### config.mk
export PLATFORM = sky130hd
export DESIGN_NAME = rainbow_hsv_led_frame_generator
export DESIGN_NICKNAME = d
export VERILOG_FILES = /design/src/rtl/rhsv_pkg.sv /design/src/rtl/rainbow_hsv_led_frame_generator.sv
export SDC_FILE = /design/constraint.sdc
export NUM_CORES = 1
export LEC_CHECK = 0
export BUFFER_PORTS_ARGS = -buffer_cell sky130_fd_sc_hd__buf_2
export CAP_MARGIN = 20
export CORE_MARGIN = 2
export CORE_UTILIZATION = 40
export CTS_CLUSTER_SIZE = 16
export DETAILED_ROUTE_END_ITERATION = 8
export SLEW_MARGIN = 15
export SYNTH_ARGS = -nofsm -noshare
export SYNTH_HDL_FRONTEND = slang
export SYNTH_SLANG_ARGS = --single-unit
### constraint.sdc
create_clock -name clk -period 11.2 [get_ports clk]
set_input_delay 3.36 -clock clk [delete_from_list [all_inputs] [get_ports clk]]
set_output_delay 3.36 -clock clk [all_outputs]
set_load 0.01 [all_outputs]
### src/rtl/rhsv_pkg.sv
// Shared types, constants and helper functions for the rainbow LED frame generator.
// Holds the control word layout, the sequencer program and the fixed-divisor helpers.
// Depends on nothing; used by rtl/rainbow_hsv_led_frame_generator.sv.
package rhsv_pkg;

    localparam int LED_COUNT  = 16;
    localparam int EMIT_LIMIT = 16;
    localparam int EMIT_COUNT = (LED_COUNT > EMIT_LIMIT) ? EMIT_LIMIT : LED_COUNT;

    localparam int HUE_W   = 9;
    localparam int CHAN_W  = 8;
    localparam int IDX_W   = 4;
    localparam int PROD_W  = 2 * CHAN_W;
    localparam int STEP_W  = 3;
    localparam int SECT_W  = 3;

    localparam logic [HUE_W-1:0]  HUE_RANGE = HUE_W'(360);
    localparam logic [CHAN_W-1:0] CHAN_MAX  = CHAN_W'(255);
    localparam logic [IDX_W-1:0]  LAST_IDX  = IDX_W'(EMIT_COUNT - 1);

    // Configuration register indexes.
    localparam logic CFG_SATURATION = 1'b0;
    localparam logic CFG_BRIGHTNESS = 1'b1;

    typedef logic [STEP_W-1:0] step_t;

    // Jump conditions of the sequencer.
    typedef enum logic [1:0] {
        COND_NEVER,
        COND_ALWAYS,
        COND_NO_TICK,
        COND_MORE_LEDS
    } cond_t;

    // One control word of the sequencer program.
    typedef struct packed {
        logic  take_item;
        logic  ld_hue;
        logic  ld_sector;
        logic  ld_mul1;
        logic  ld_div1;
        logic  ld_mul2;
        logic  ld_out;
        logic  adv_hue;
        cond_t cond;
        step_t target;
    } ctl_t;

    // Program steps.
    localparam step_t ST_WAIT   = 3'd0;
    localparam step_t ST_HUE    = 3'd1;
    localparam step_t ST_SECTOR = 3'd2;
    localparam step_t ST_MUL1   = 3'd3;
    localparam step_t ST_DIV1   = 3'd4;
    localparam step_t ST_MUL2   = 3'd5;
    localparam step_t ST_OUT    = 3'd6;
    localparam step_t ST_ADV    = 3'd7;

    // Read-only control store, one word per step.
    function automatic ctl_t ucode(input step_t step);
        ctl_t w;
        w = '{take_item: 1'b0, ld_hue: 1'b0, ld_sector: 1'b0, ld_mul1: 1'b0,
              ld_div1: 1'b0, ld_mul2: 1'b0, ld_out: 1'b0, adv_hue: 1'b0,
              cond: COND_NEVER, target: ST_WAIT};
        case (step)
            ST_WAIT:
            begin
                w.take_item = 1'b1;
                w.cond      = COND_NO_TICK;
                w.target    = ST_WAIT;
            end
            ST_HUE:    w.ld_hue    = 1'b1;
            ST_SECTOR: w.ld_sector = 1'b1;
            ST_MUL1:   w.ld_mul1   = 1'b1;
            ST_DIV1:   w.ld_div1   = 1'b1;
            ST_MUL2:   w.ld_mul2   = 1'b1;
            ST_OUT:
            begin
                w.ld_out = 1'b1;
                w.cond   = COND_MORE_LEDS;
                w.target = ST_HUE;
            end
            ST_ADV:
            begin
                w.adv_hue = 1'b1;
                w.cond    = COND_ALWAYS;
                w.target  = ST_WAIT;
            end
            default:
            begin
                w.cond   = COND_ALWAYS;
                w.target = ST_WAIT;
            end
        endcase
        return w;
    endfunction

    // Hue offset of an LED on the strip: idx*360/LED_COUNT, a small constant table.
    function automatic logic [HUE_W-1:0] hue_offset(input logic [IDX_W-1:0] idx);
        int unsigned prod;
        prod = 32'(idx) * 32'(HUE_RANGE);
        return HUE_W'(prod / LED_COUNT);
    endfunction

    // Truncating division by 255 for any product of two 8-bit values.
    function automatic logic [CHAN_W-1:0] div255(input logic [PROD_W-1:0] x);
        logic [PROD_W:0] sum;
        sum = {1'b0, x} + (PROD_W+1)'(x >> CHAN_W) + (PROD_W+1)'(1);
        return sum[PROD_W-1:CHAN_W];
    endfunction

endpackage

### src/rtl/rainbow_hsv_led_frame_generator.sv
// Rainbow LED frame generator: top level with the microcoded sequencer and its datapath.
// Depends on rtl/rhsv_pkg.sv for types, the control store and the divide helpers.
// Each frame item with frame_tick high yields one RGB item per LED.

// Each accepted frame item with frame_tick high produces one color item per LED of the
// strip, LED 0 first, with last_led marking the final one; an item with frame_tick low
// is taken and produces nothing. LED i gets hue start + i*360/LED_COUNT (mod 360), turned
// into RGB by the six-sector integer HSV conversion with the saturation and brightness
// registers (both reset to 255, index 0 and 1). After a frame the start hue steps by one
// and wraps from 359 to 0. A small program in a read-only control store runs the
// datapath: six steps per LED (hue, sector, two multiply steps and two divide-by-255
// steps, the last one loading the output register) and one closing step that advances the
// start hue before the program returns to the wait step that accepts the item; in_ready is
// low from acceptance until then, and the output step stalls while the output register
// holds a color not yet taken (out_ready low). The output register lets the next LED be
// worked on while the previous color waits to be taken. Configuration must be written
// only while idle.
module rainbow_hsv_led_frame_generator (
    input  logic                        clk,
    input  logic                        rst_n,
    input  logic                        cfg_write,
    input  logic                        cfg_index,
    input  logic [rhsv_pkg::CHAN_W-1:0] cfg_data,
    input  logic                        in_valid,
    output logic                        in_ready,
    input  logic                        frame_tick,
    output logic                        out_valid,
    input  logic                        out_ready,
    output logic [rhsv_pkg::IDX_W-1:0]  led_index,
    output logic [rhsv_pkg::CHAN_W-1:0] red,
    output logic [rhsv_pkg::CHAN_W-1:0] green,
    output logic [rhsv_pkg::CHAN_W-1:0] blue,
    output logic                        last_led
);

    // Control state.
    rhsv_pkg::step_t                step_reg, step_next;
    logic [rhsv_pkg::IDX_W-1:0]     led_reg;
    logic [rhsv_pkg::HUE_W-1:0]     start_hue_reg;
    logic [rhsv_pkg::CHAN_W-1:0]    sat_reg;
    logic [rhsv_pkg::CHAN_W-1:0]    bright_reg;
    logic                           out_valid_reg;

    // Datapath registers.
    logic [rhsv_pkg::HUE_W-1:0]     hue_reg;
    logic [rhsv_pkg::SECT_W-1:0]    sector_reg;
    logic [rhsv_pkg::CHAN_W-1:0]    f_reg;
    logic [rhsv_pkg::PROD_W-1:0]    m_sf_reg, m_sg_reg, m_p_reg;
    logic [rhsv_pkg::CHAN_W-1:0]    aq_reg, at_reg, p_reg;
    logic [rhsv_pkg::PROD_W-1:0]    m_q_reg, m_t_reg;
    logic [rhsv_pkg::IDX_W-1:0]     out_idx_reg;
    logic [rhsv_pkg::CHAN_W-1:0]    out_r_reg, out_g_reg, out_b_reg;
    logic                           out_last_reg;

    rhsv_pkg::ctl_t                 ctl;
    logic                           accept;
    logic                           out_free;
    logic                           stall;
    logic                           is_last;
    logic                           jump;

    logic [rhsv_pkg::HUE_W-1:0]     base;
    logic [rhsv_pkg::HUE_W:0]       hue_sum;
    logic [rhsv_pkg::HUE_W-1:0]     hue_wrapped;
    logic [rhsv_pkg::SECT_W-1:0]    sector;
    logic [rhsv_pkg::HUE_W-1:0]     sector_base;
    logic [5:0]                     rem;
    logic [9:0]                     rem17;
    logic [rhsv_pkg::CHAN_W-1:0]    q_val, t_val;
    logic [rhsv_pkg::CHAN_W-1:0]    r_sel, g_sel, b_sel;
    logic [rhsv_pkg::HUE_W-1:0]     hue_inc;

    assign ctl      = rhsv_pkg::ucode(step_reg);
    assign in_ready = ctl.take_item;
    assign accept   = in_valid && ctl.take_item;
    assign out_free = !out_valid_reg || out_ready;
    // The output step waits until the output register can take a new color.
    assign stall    = ctl.ld_out && !out_free;
    assign is_last  = (led_reg == rhsv_pkg::LAST_IDX);

    always_comb
    begin
        case (ctl.cond)
            rhsv_pkg::COND_NEVER:     jump = 1'b0;
            rhsv_pkg::COND_ALWAYS:    jump = 1'b1;
            rhsv_pkg::COND_NO_TICK:   jump = !(accept && frame_tick);
            rhsv_pkg::COND_MORE_LEDS: jump = !is_last;
            default:                  jump = 1'b1;
        endcase
        if (stall)
        begin
            step_next = step_reg;
        end
        else if (jump)
        begin
            step_next = ctl.target;
        end
        else
        begin
            step_next = step_reg + rhsv_pkg::step_t'(1);
        end
    end

    // Hue of the current LED, wrapped once into 0..359.
    always_comb
    begin
        base        = (start_hue_reg >= rhsv_pkg::HUE_RANGE) ? '0 : start_hue_reg;
        hue_sum     = {1'b0, base} + {1'b0, rhsv_pkg::hue_offset(led_reg)};
        hue_wrapped = (hue_sum >= {1'b0, rhsv_pkg::HUE_RANGE})
                      ? rhsv_pkg::HUE_W'(hue_sum - {1'b0, rhsv_pkg::HUE_RANGE})
                      : rhsv_pkg::HUE_W'(hue_sum);
        hue_inc     = (base == rhsv_pkg::HUE_RANGE - rhsv_pkg::HUE_W'(1))
                      ? '0 : base + rhsv_pkg::HUE_W'(1);
    end

    // Sector by a compare chain, remainder by subtracting the sector start.
    always_comb
    begin
        if (hue_reg < rhsv_pkg::HUE_W'(60))
        begin
            sector = 3'd0;
        end
        else if (hue_reg < rhsv_pkg::HUE_W'(120))
        begin
            sector = 3'd1;
        end
        else if (hue_reg < rhsv_pkg::HUE_W'(180))
        begin
            sector = 3'd2;
        end
        else if (hue_reg < rhsv_pkg::HUE_W'(240))
        begin
            sector = 3'd3;
        end
        else if (hue_reg < rhsv_pkg::HUE_W'(300))
        begin
            sector = 3'd4;
        end
        else
        begin
            sector = 3'd5;
        end
        case (sector)
            3'd0:    sector_base = rhsv_pkg::HUE_W'(0);
            3'd1:    sector_base = rhsv_pkg::HUE_W'(60);
            3'd2:    sector_base = rhsv_pkg::HUE_W'(120);
            3'd3:    sector_base = rhsv_pkg::HUE_W'(180);
            3'd4:    sector_base = rhsv_pkg::HUE_W'(240);
            default: sector_base = rhsv_pkg::HUE_W'(300);
        endcase
        rem   = 6'(hue_reg - sector_base);
        // rem*255/60 equals rem*17/4 exactly.
        rem17 = 10'(rem) * 10'd17;
    end

    // Final divides and the sector swizzle feeding the output register.
    always_comb
    begin
        q_val = rhsv_pkg::div255(m_q_reg);
        t_val = rhsv_pkg::div255(m_t_reg);
        case (sector_reg)
            3'd0:
            begin
                r_sel = bright_reg; g_sel = t_val;      b_sel = p_reg;
            end
            3'd1:
            begin
                r_sel = q_val;      g_sel = bright_reg; b_sel = p_reg;
            end
            3'd2:
            begin
                r_sel = p_reg;      g_sel = bright_reg; b_sel = t_val;
            end
            3'd3:
            begin
                r_sel = p_reg;      g_sel = q_val;      b_sel = bright_reg;
            end
            3'd4:
            begin
                r_sel = t_val;      g_sel = p_reg;      b_sel = bright_reg;
            end
            default:
            begin
                r_sel = bright_reg; g_sel = p_reg;      b_sel = q_val;
            end
        endcase
    end

    always_ff @(posedge clk or negedge rst_n)
    begin
        if (!rst_n)
        begin
            step_reg      <= rhsv_pkg::ST_WAIT;
            led_reg       <= '0;
            start_hue_reg <= '0;
            sat_reg       <= rhsv_pkg::CHAN_MAX;
            bright_reg    <= rhsv_pkg::CHAN_MAX;
            out_valid_reg <= 1'b0;
        end
        else
        begin
            step_reg <= step_next;
            if (cfg_write)
            begin
                if (cfg_index == rhsv_pkg::CFG_SATURATION)
                begin
                    sat_reg <= cfg_data;
                end
                else
                begin
                    bright_reg <= cfg_data;
                end
            end
            if (accept)
            begin
                led_reg <= '0;
            end
            else if (ctl.ld_out && !stall)
            begin
                led_reg <= led_reg + rhsv_pkg::IDX_W'(1);
            end
            if (ctl.adv_hue)
            begin
                start_hue_reg <= hue_inc;
            end
            if (ctl.ld_out && !stall)
            begin
                out_valid_reg <= 1'b1;
            end
            else if (out_ready)
            begin
                out_valid_reg <= 1'b0;
            end
        end
    end

    always_ff @(posedge clk)
    begin
        if (ctl.ld_hue)
        begin
            hue_reg <= hue_wrapped;
        end
        if (ctl.ld_sector)
        begin
            sector_reg <= sector;
            f_reg      <= rhsv_pkg::CHAN_W'(rem17 >> 2);
        end
        if (ctl.ld_mul1)
        begin
            m_sf_reg <= rhsv_pkg::PROD_W'(sat_reg) * rhsv_pkg::PROD_W'(f_reg);
            m_sg_reg <= rhsv_pkg::PROD_W'(sat_reg)
                        * rhsv_pkg::PROD_W'(rhsv_pkg::CHAN_MAX - f_reg);
            m_p_reg  <= rhsv_pkg::PROD_W'(bright_reg)
                        * rhsv_pkg::PROD_W'(rhsv_pkg::CHAN_MAX - sat_reg);
        end
        if (ctl.ld_div1)
        begin
            aq_reg <= rhsv_pkg::CHAN_MAX - rhsv_pkg::div255(m_sf_reg);
            at_reg <= rhsv_pkg::CHAN_MAX - rhsv_pkg::div255(m_sg_reg);
            p_reg  <= rhsv_pkg::div255(m_p_reg);
        end
        if (ctl.ld_mul2)
        begin
            m_q_reg <= rhsv_pkg::PROD_W'(bright_reg) * rhsv_pkg::PROD_W'(aq_reg);
            m_t_reg <= rhsv_pkg::PROD_W'(bright_reg) * rhsv_pkg::PROD_W'(at_reg);
        end
        if (ctl.ld_out && !stall)
        begin
            out_idx_reg  <= led_reg;
            out_r_reg    <= r_sel;
            out_g_reg    <= g_sel;
            out_b_reg    <= b_sel;
            out_last_reg <= is_last;
        end
    end

    assign out_valid = out_valid_reg;
    assign led_index = out_idx_reg;
    assign red       = out_r_reg;
    assign green     = out_g_reg;
    assign blue      = out_b_reg;
    assign last_led  = out_last_reg;

endmodule
=== Yosys cells after proc, flatten, opt, wreduce, memory -nomap -nowiden ===
Cells that the tools add are included.

* Bits of input ports: 15
* Bits in registers: 186

* Reductions and logical operators: 22
* $mul: 7
* $lt $le $gt $ge: 7
* Mux-type cells: 27
* Equality and inequality tests: 20
* Add/subtract/negate cells: 20
* Bitwise operators: 1

{| class="wikitable"
|+ Operators with widths
! operator !! count
|-
| $add A16 B1 Y16 const B || 5
|-
| $add A16 B8 Y16 || 5
|-
| $pmux W8 S3 || 3
|-
| $mul A8 B8 Y16 || 3
|-
| $mul A9 B9 Y16 || 2
|-
| $pmux W6 S5 || 1
|-
| $mux W9 || 3
|-
| $eq A3 B2 Y1 const B || 6
|-
| $eq A3 B3 Y1 const B || 6
|-
| $lt A9 B8 Y1 const B || 2
|-
| $sub A8 B8 Y9 const A || 2
|-
| $sub A8 B8 Y8 const A || 2
|-
| $mux W3 || 5
|-
| $pmux W5 S3 || 1
|-
| $mux W1 || 11
|-
| $add A9 B9 Y10 || 1
|-
| $ge A10 B9 Y1 const B || 1
|-
| $mul A4 B6 Y10 const B || 1
|-
| $mul A6 B5 Y10 const B || 1
|-
| $add A9 B1 Y9 const B || 1
|-
| $eq A3 B1 Y1 const B || 3
|-
| $eq A9 B9 Y1 const B || 1
|-
| $ge A9 B9 Y1 const B || 1
|-
| $logic_not A3 Y1 || 3
|-
| other kinds (20) || 34
|}

=== Longest topological paths before layout ===
* Depth in word-level cells: 10
* Depth in mapped cells: 19

=== Worst setup path after synthesis ===
No wires, ideal clock.

* Path kind: input -> register
* Start: input out_ready
* End: register led_reg[3] (netlist bit)
* Slack: 5.813 ns
* Library setup time: 0.120 ns
* Data required time: 11.080 ns
* Stages: 5
* Arrival: 5.267 ns
* Path through: nor2b_1 -> nor2_1 -> nand3_1 -> xor2_1 -> nor2_1

* Cells in the longest elaborated chain, start to end: 6

{| class="wikitable"
|+ Ends and longest elaborated chain
! item !! RTL line !! source
|-
| from (decl) || rainbow_hsv_led_frame_generator.sv:28 || <nowiki>input logic out_ready,</nowiki>
|-
| $logic_or A1 B1 Y1 || rainbow_hsv_led_frame_generator.sv:76 || <nowiki>assign out_free = !out_valid_reg || out_ready;</nowiki>
|-
| $logic_not A1 Y1 || rainbow_hsv_led_frame_generator.sv:78 || <nowiki>assign stall = ctl.ld_out && !out_free;</nowiki>
|-
| $logic_and A1 B1 Y1 || rainbow_hsv_led_frame_generator.sv:78 ||
|-
| $logic_not A1 Y1 || rainbow_hsv_led_frame_generator.sv:218 || <nowiki>else if (ctl.ld_out && !stall)</nowiki>
|-
| $logic_and A1 B1 Y1 || rainbow_hsv_led_frame_generator.sv:218 ||
|-
| $reduce_bool A2 Y1 (no line) || - ||
|-
| to (signal assigned) || rainbow_hsv_led_frame_generator.sv:220 || <nowiki>led_reg <= led_reg + rhsv_pkg::IDX_W'(1);</nowiki>
|-
| to (decl) || rainbow_hsv_led_frame_generator.sv:38 || <nowiki>logic [rhsv_pkg::IDX_W-1:0] led_reg;</nowiki>
|}

No other way between the ends.
A chain may end at the register's enable or synchronous reset.

=== Worst setup path after layout ===
* Start: register bright_reg[4] (netlist bit)
* End: register m_p_reg[15] (netlist bit), data pin

* Cells in the longest elaborated chain, start to end: 1

{| class="wikitable"
|+ Ends and longest elaborated chain
! item !! RTL line !! source
|-
| from (decl) || rainbow_hsv_led_frame_generator.sv:41 || <nowiki>logic [rhsv_pkg::CHAN_W-1:0] bright_reg;</nowiki>
|-
| from (signal assigned) || rainbow_hsv_led_frame_generator.sv:197 || <nowiki>bright_reg <= rhsv_pkg::CHAN_MAX;</nowiki>
|-
| from (signal assigned) || rainbow_hsv_led_frame_generator.sv:211 || <nowiki>bright_reg <= cfg_data;</nowiki>
|-
| $mul A9 B9 Y16 || rainbow_hsv_led_frame_generator.sv:254 || <nowiki>* rhsv_pkg::PROD_W'(rhsv_pkg::CHAN_MAX - sat_reg);</nowiki>
|-
| to (signal assigned) || rainbow_hsv_led_frame_generator.sv:253 || <nowiki>m_p_reg <= rhsv_pkg::PROD_W'(bright_reg)</nowiki>
|-
| to (decl) || rainbow_hsv_led_frame_generator.sv:48 || <nowiki>logic [rhsv_pkg::PROD_W-1:0] m_sf_reg, m_sg_reg, m_p_reg;</nowiki>
|}

No other way between the ends.

==> reports/qor.yml <==
diodes: 0
start_util_pct: 40.4
crit_fanout: 28
ys_warn_count: 0
drt_wl_total_um: 43600
fin_cells: 2738
dpl.hpwl_um: 33800
cp-start-kind: "flop"
fp.dieH_um: 229
setup_tns_ns: 0
grt_overflow: 0
min_delay_path_depth: 1
seq_area_frac_synth_pct: 26.9
worstPathRequired_ns: 11.42
drt-wirelength-per-cell_um: 15.9
cts_tree: "done"
drv_slew: 0
worstSkewPairLatency_ns: 0.48
synth_xor_area_share_pct: 4.64
drive_gt1_share_pct: 6.82
core-area_um2: 50100
drv_cap: 0
num_vias: 14000
dp_cells: 2705
drt_iter0_drc: 733
synth_edf_count: 153
port_buffers: 45
cts_made_buffers: 17
slew_headroom_pct: 34.3
synth-compound-area-share_pct: 9.50
antenna_found_initial: 0
ys.flop_type: "edfxtp_1"
min_to: "start_hue_reg[1]"
synth_top_family_by_area: "adder cells"
cts-root-buf: "clkbuf_16"
fin_crit_ns: 5.20
min_from: "start_hue_reg[1]"
viasPerCell: 5.11
ys_async_sr_fraction_pct: 17.7
regToRegSetupSlack_ns: 6.00
synth_area_um2: 20200
cts_resized: 0
grt_start_max_net_pins: 49
worst_pin_slew_ns: 0.984
worstRegToRegCells: 16
ant_nets: 0
clk_pin_slew_ns: 0.08
io_pins: 46
critPathKind: "reg -> reg"
drtPass1Iterations: 6
hold_violations: 0
die_w_um: 229
track_usage_pct: 17.4
synthCells: 2048
r2r-start: "bright_reg[4]"
area_delta_synth_final_pct: 7.25
fillCellCount: 4844
die_area_um2: 52300
clockBufferDepth: 2
postLayoutCoreUtil_pct: 43.3
synthAdderAreaFrac_pct: 34.5
cts_hold_buf: 0
grt_first_pass_wirelength_um: 73200
grt_pass1_vias: 14600
fin_skew_ns: 0.0143
muxShareOfSynthArea_pct: 1.10
setup_viol: 0
max_freq_mhz: 192
status: "finished, final reports clean"
cts_num_sinks: 186
period_share_pct: 46.4
hold_class: "reg -> reg"
drc: 0
syn-num-nets: 2508
cp.arrival_ns: 5.42
r2r-end: "m_p_reg[15]"
yosys_register_bits: 186
postSynthAreaPerCell_um2: 9.87
fin_nets: 2513
ys_types: 74
cts_setup_buffers: 0
rows: 82
worstSetupEndpointType: "flop"
htreeDepth: 4
gp_congestion: 0.845
synth-simple-area-share_pct: 16.6
rsz0062_at_grt: "false"
-- Yosys cell counts (4+ instances only) --
cell type / instances / area [µm²]
a211o_1: 5 / 43.8
a211oi_1: 7 / 52.6
a21boi_0: 7 / 52.6
a21boi_1: 4 / 30.0
a21o_1: 12 / 90.1
a21oi_1: 47 / 235
a22oi_1: 6 / 45.0
a31oi_1: 7 / 43.8
a41o_1: 4 / 40.0
and2_1: 122 / 763
and3_1: 8 / 50.1
clkbuf_1: 62 / 233
dfrtp_1: 17 / 425
dfstp_2: 16 / 420
edfxtp_1: 153 / 4590
fa_1: 187 / 3740
ha_1: 258 / 3230
inv_1: 299 / 1120
mux2_2: 18 / 203
nand2_1: 143 / 537
nand2b_1: 59 / 369
nand3_1: 30 / 150
nand4_1: 9 / 56.3
nor2_1: 128 / 480
nor2b_1: 103 / 644
nor3_1: 25 / 125
o2111ai_1: 4 / 35.0
o211ai_1: 6 / 45.0
o21a_1: 24 / 180
o21ai_0: 61 / 305
o21ai_1: 4 / 20.0
o21bai_1: 4 / 30.0
o22ai_1: 9 / 56.3
o2bb2ai_1: 5 / 43.8
o31ai_1: 6 / 45.0
o41a_1: 7 / 78.8
o41ai_1: 5 / 43.8
or2_2: 9 / 56.3
or3_1: 6 / 37.5
xnor2_1: 80 / 701
xor2_1: 27 / 236
-- critical path, cell delays in order, from the launching register on --
cell	delay [ns]
dfstp_2	0.91
nand2b_1	0.15
fa_1	0.51
fa_1	0.52
inv_1	0.04
ha_1	0.27
inv_1	0.05
fa_1	0.59
inv_1	0.06
ha_1	0.29
a21o_1	0.15
a21oi_1	0.21
nor2b_1	0.10
o41ai_1	0.37
o21ai_0	0.21
o41a_1	0.35
xnor2_1	0.14
-- worst max path at each step --
stage,cells after the start,from,to
2_1_floorplan,5,out_ready,led_reg[3]
3_3_place_gp,16,bright_reg[4],m_p_reg[15]
3_5_place_dp,16,bright_reg[4],m_p_reg[15]
4_1_cts,16,bright_reg[4],m_p_reg[15]
5_1_grt,16,bright_reg[3],m_p_reg[15]
6_report,16,bright_reg[4],m_p_reg[15]
-- cell families after synthesis --
kind of cell,after synthesis
adder cells (fa/ha/maj),445
multiplexers,20
XOR/XNOR,107
buffers and inverters,363
flip-flops,186
AND/OR/NAND/NOR,653
AO/OA/AOI/OAI,274
-- metal layers --
layer / global-route usage [%] / share of wire, % / vias to the layer above
met5: 0 / 0 / -
met4: 6.57 / 3.1 / 0
met3: 2.46 / 2.9 / 62
met2: 30.7 / 50 / 225
met1: 21.6 / 44 / 6898
li1: - / - / 6793
-- layout by cell type (no fill, tap or decap), types with 6 or more instances in the layout --
| master | n |
|---|---|
| nor2b_1 | 103 |
| nor2_1 | 127 |
| dfrtp_1 | 17 |
| o41a_1 | 7 |
| nand3_1 | 30 |
| mux2_2 | 18 |
| o22ai_1 | 9 |
| a21o_1 | 12 |
| and3_1 | 8 |
| dfstp_2 | 16 |
| a211oi_1 | 7 |
| inv_1 | 299 |
| o21ai_0 | 61 |
| a21boi_0 | 7 |
| and2_1 | 122 |
| fa_1 | 187 |
| o211ai_1 | 6 |
| o21a_1 | 24 |
| xor2_1 | 27 |
| o31ai_1 | 6 |
| ha_1 | 257 |
| clkbuf_16 | 18 |
| nand4_1 | 9 |
| a31oi_1 | 7 |
| nor3_1 | 25 |
| xnor2_1 | 80 |
| a21oi_1 | 47 |
| nand2b_1 | 59 |
| or3_1 | 6 |
| edfxtp_1 | 153 |
| or2_2 | 9 |
| a22oi_1 | 6 |
| nand2_1 | 143 |
| buf_2 | 45 |
-- area by class of cell --
| class | count | area [µm²] | area share (%) |
|---|---|---|---|
| Timing Repair Buffer | 50 | 270 | 1.25 |
| Clock inverter | 13 | 121 | 0.560 |
| Tap cell | 672 | 841 | 3.88 |
| Clock buffer | 19 | 464 | 2.14 |
| Multi-Input combinational cell | 1499 | 13400 | 61.9 |
| Sequential cell | 186 | 5440 | 25.1 |
| Inverter | 299 | 1120 | 5.18 |
-- metrics by stage --
stage          cell area (µm²)  worst slack [ns]  hold slack (ns)
3_5_place_dp             21100              6.00            0.507
3_3_place_gp             21100              6.08            0.503
2_1_floorplan            20200              5.81            0.477
4_1_cts                  21700              5.96            0.524
6_report                 21700              6.00            0.533
5_1_grt                  21700              5.74            0.543
Power is not shown: default switching activity piles up to over one toggle a cycle in this logic, so the estimate is an artifact.
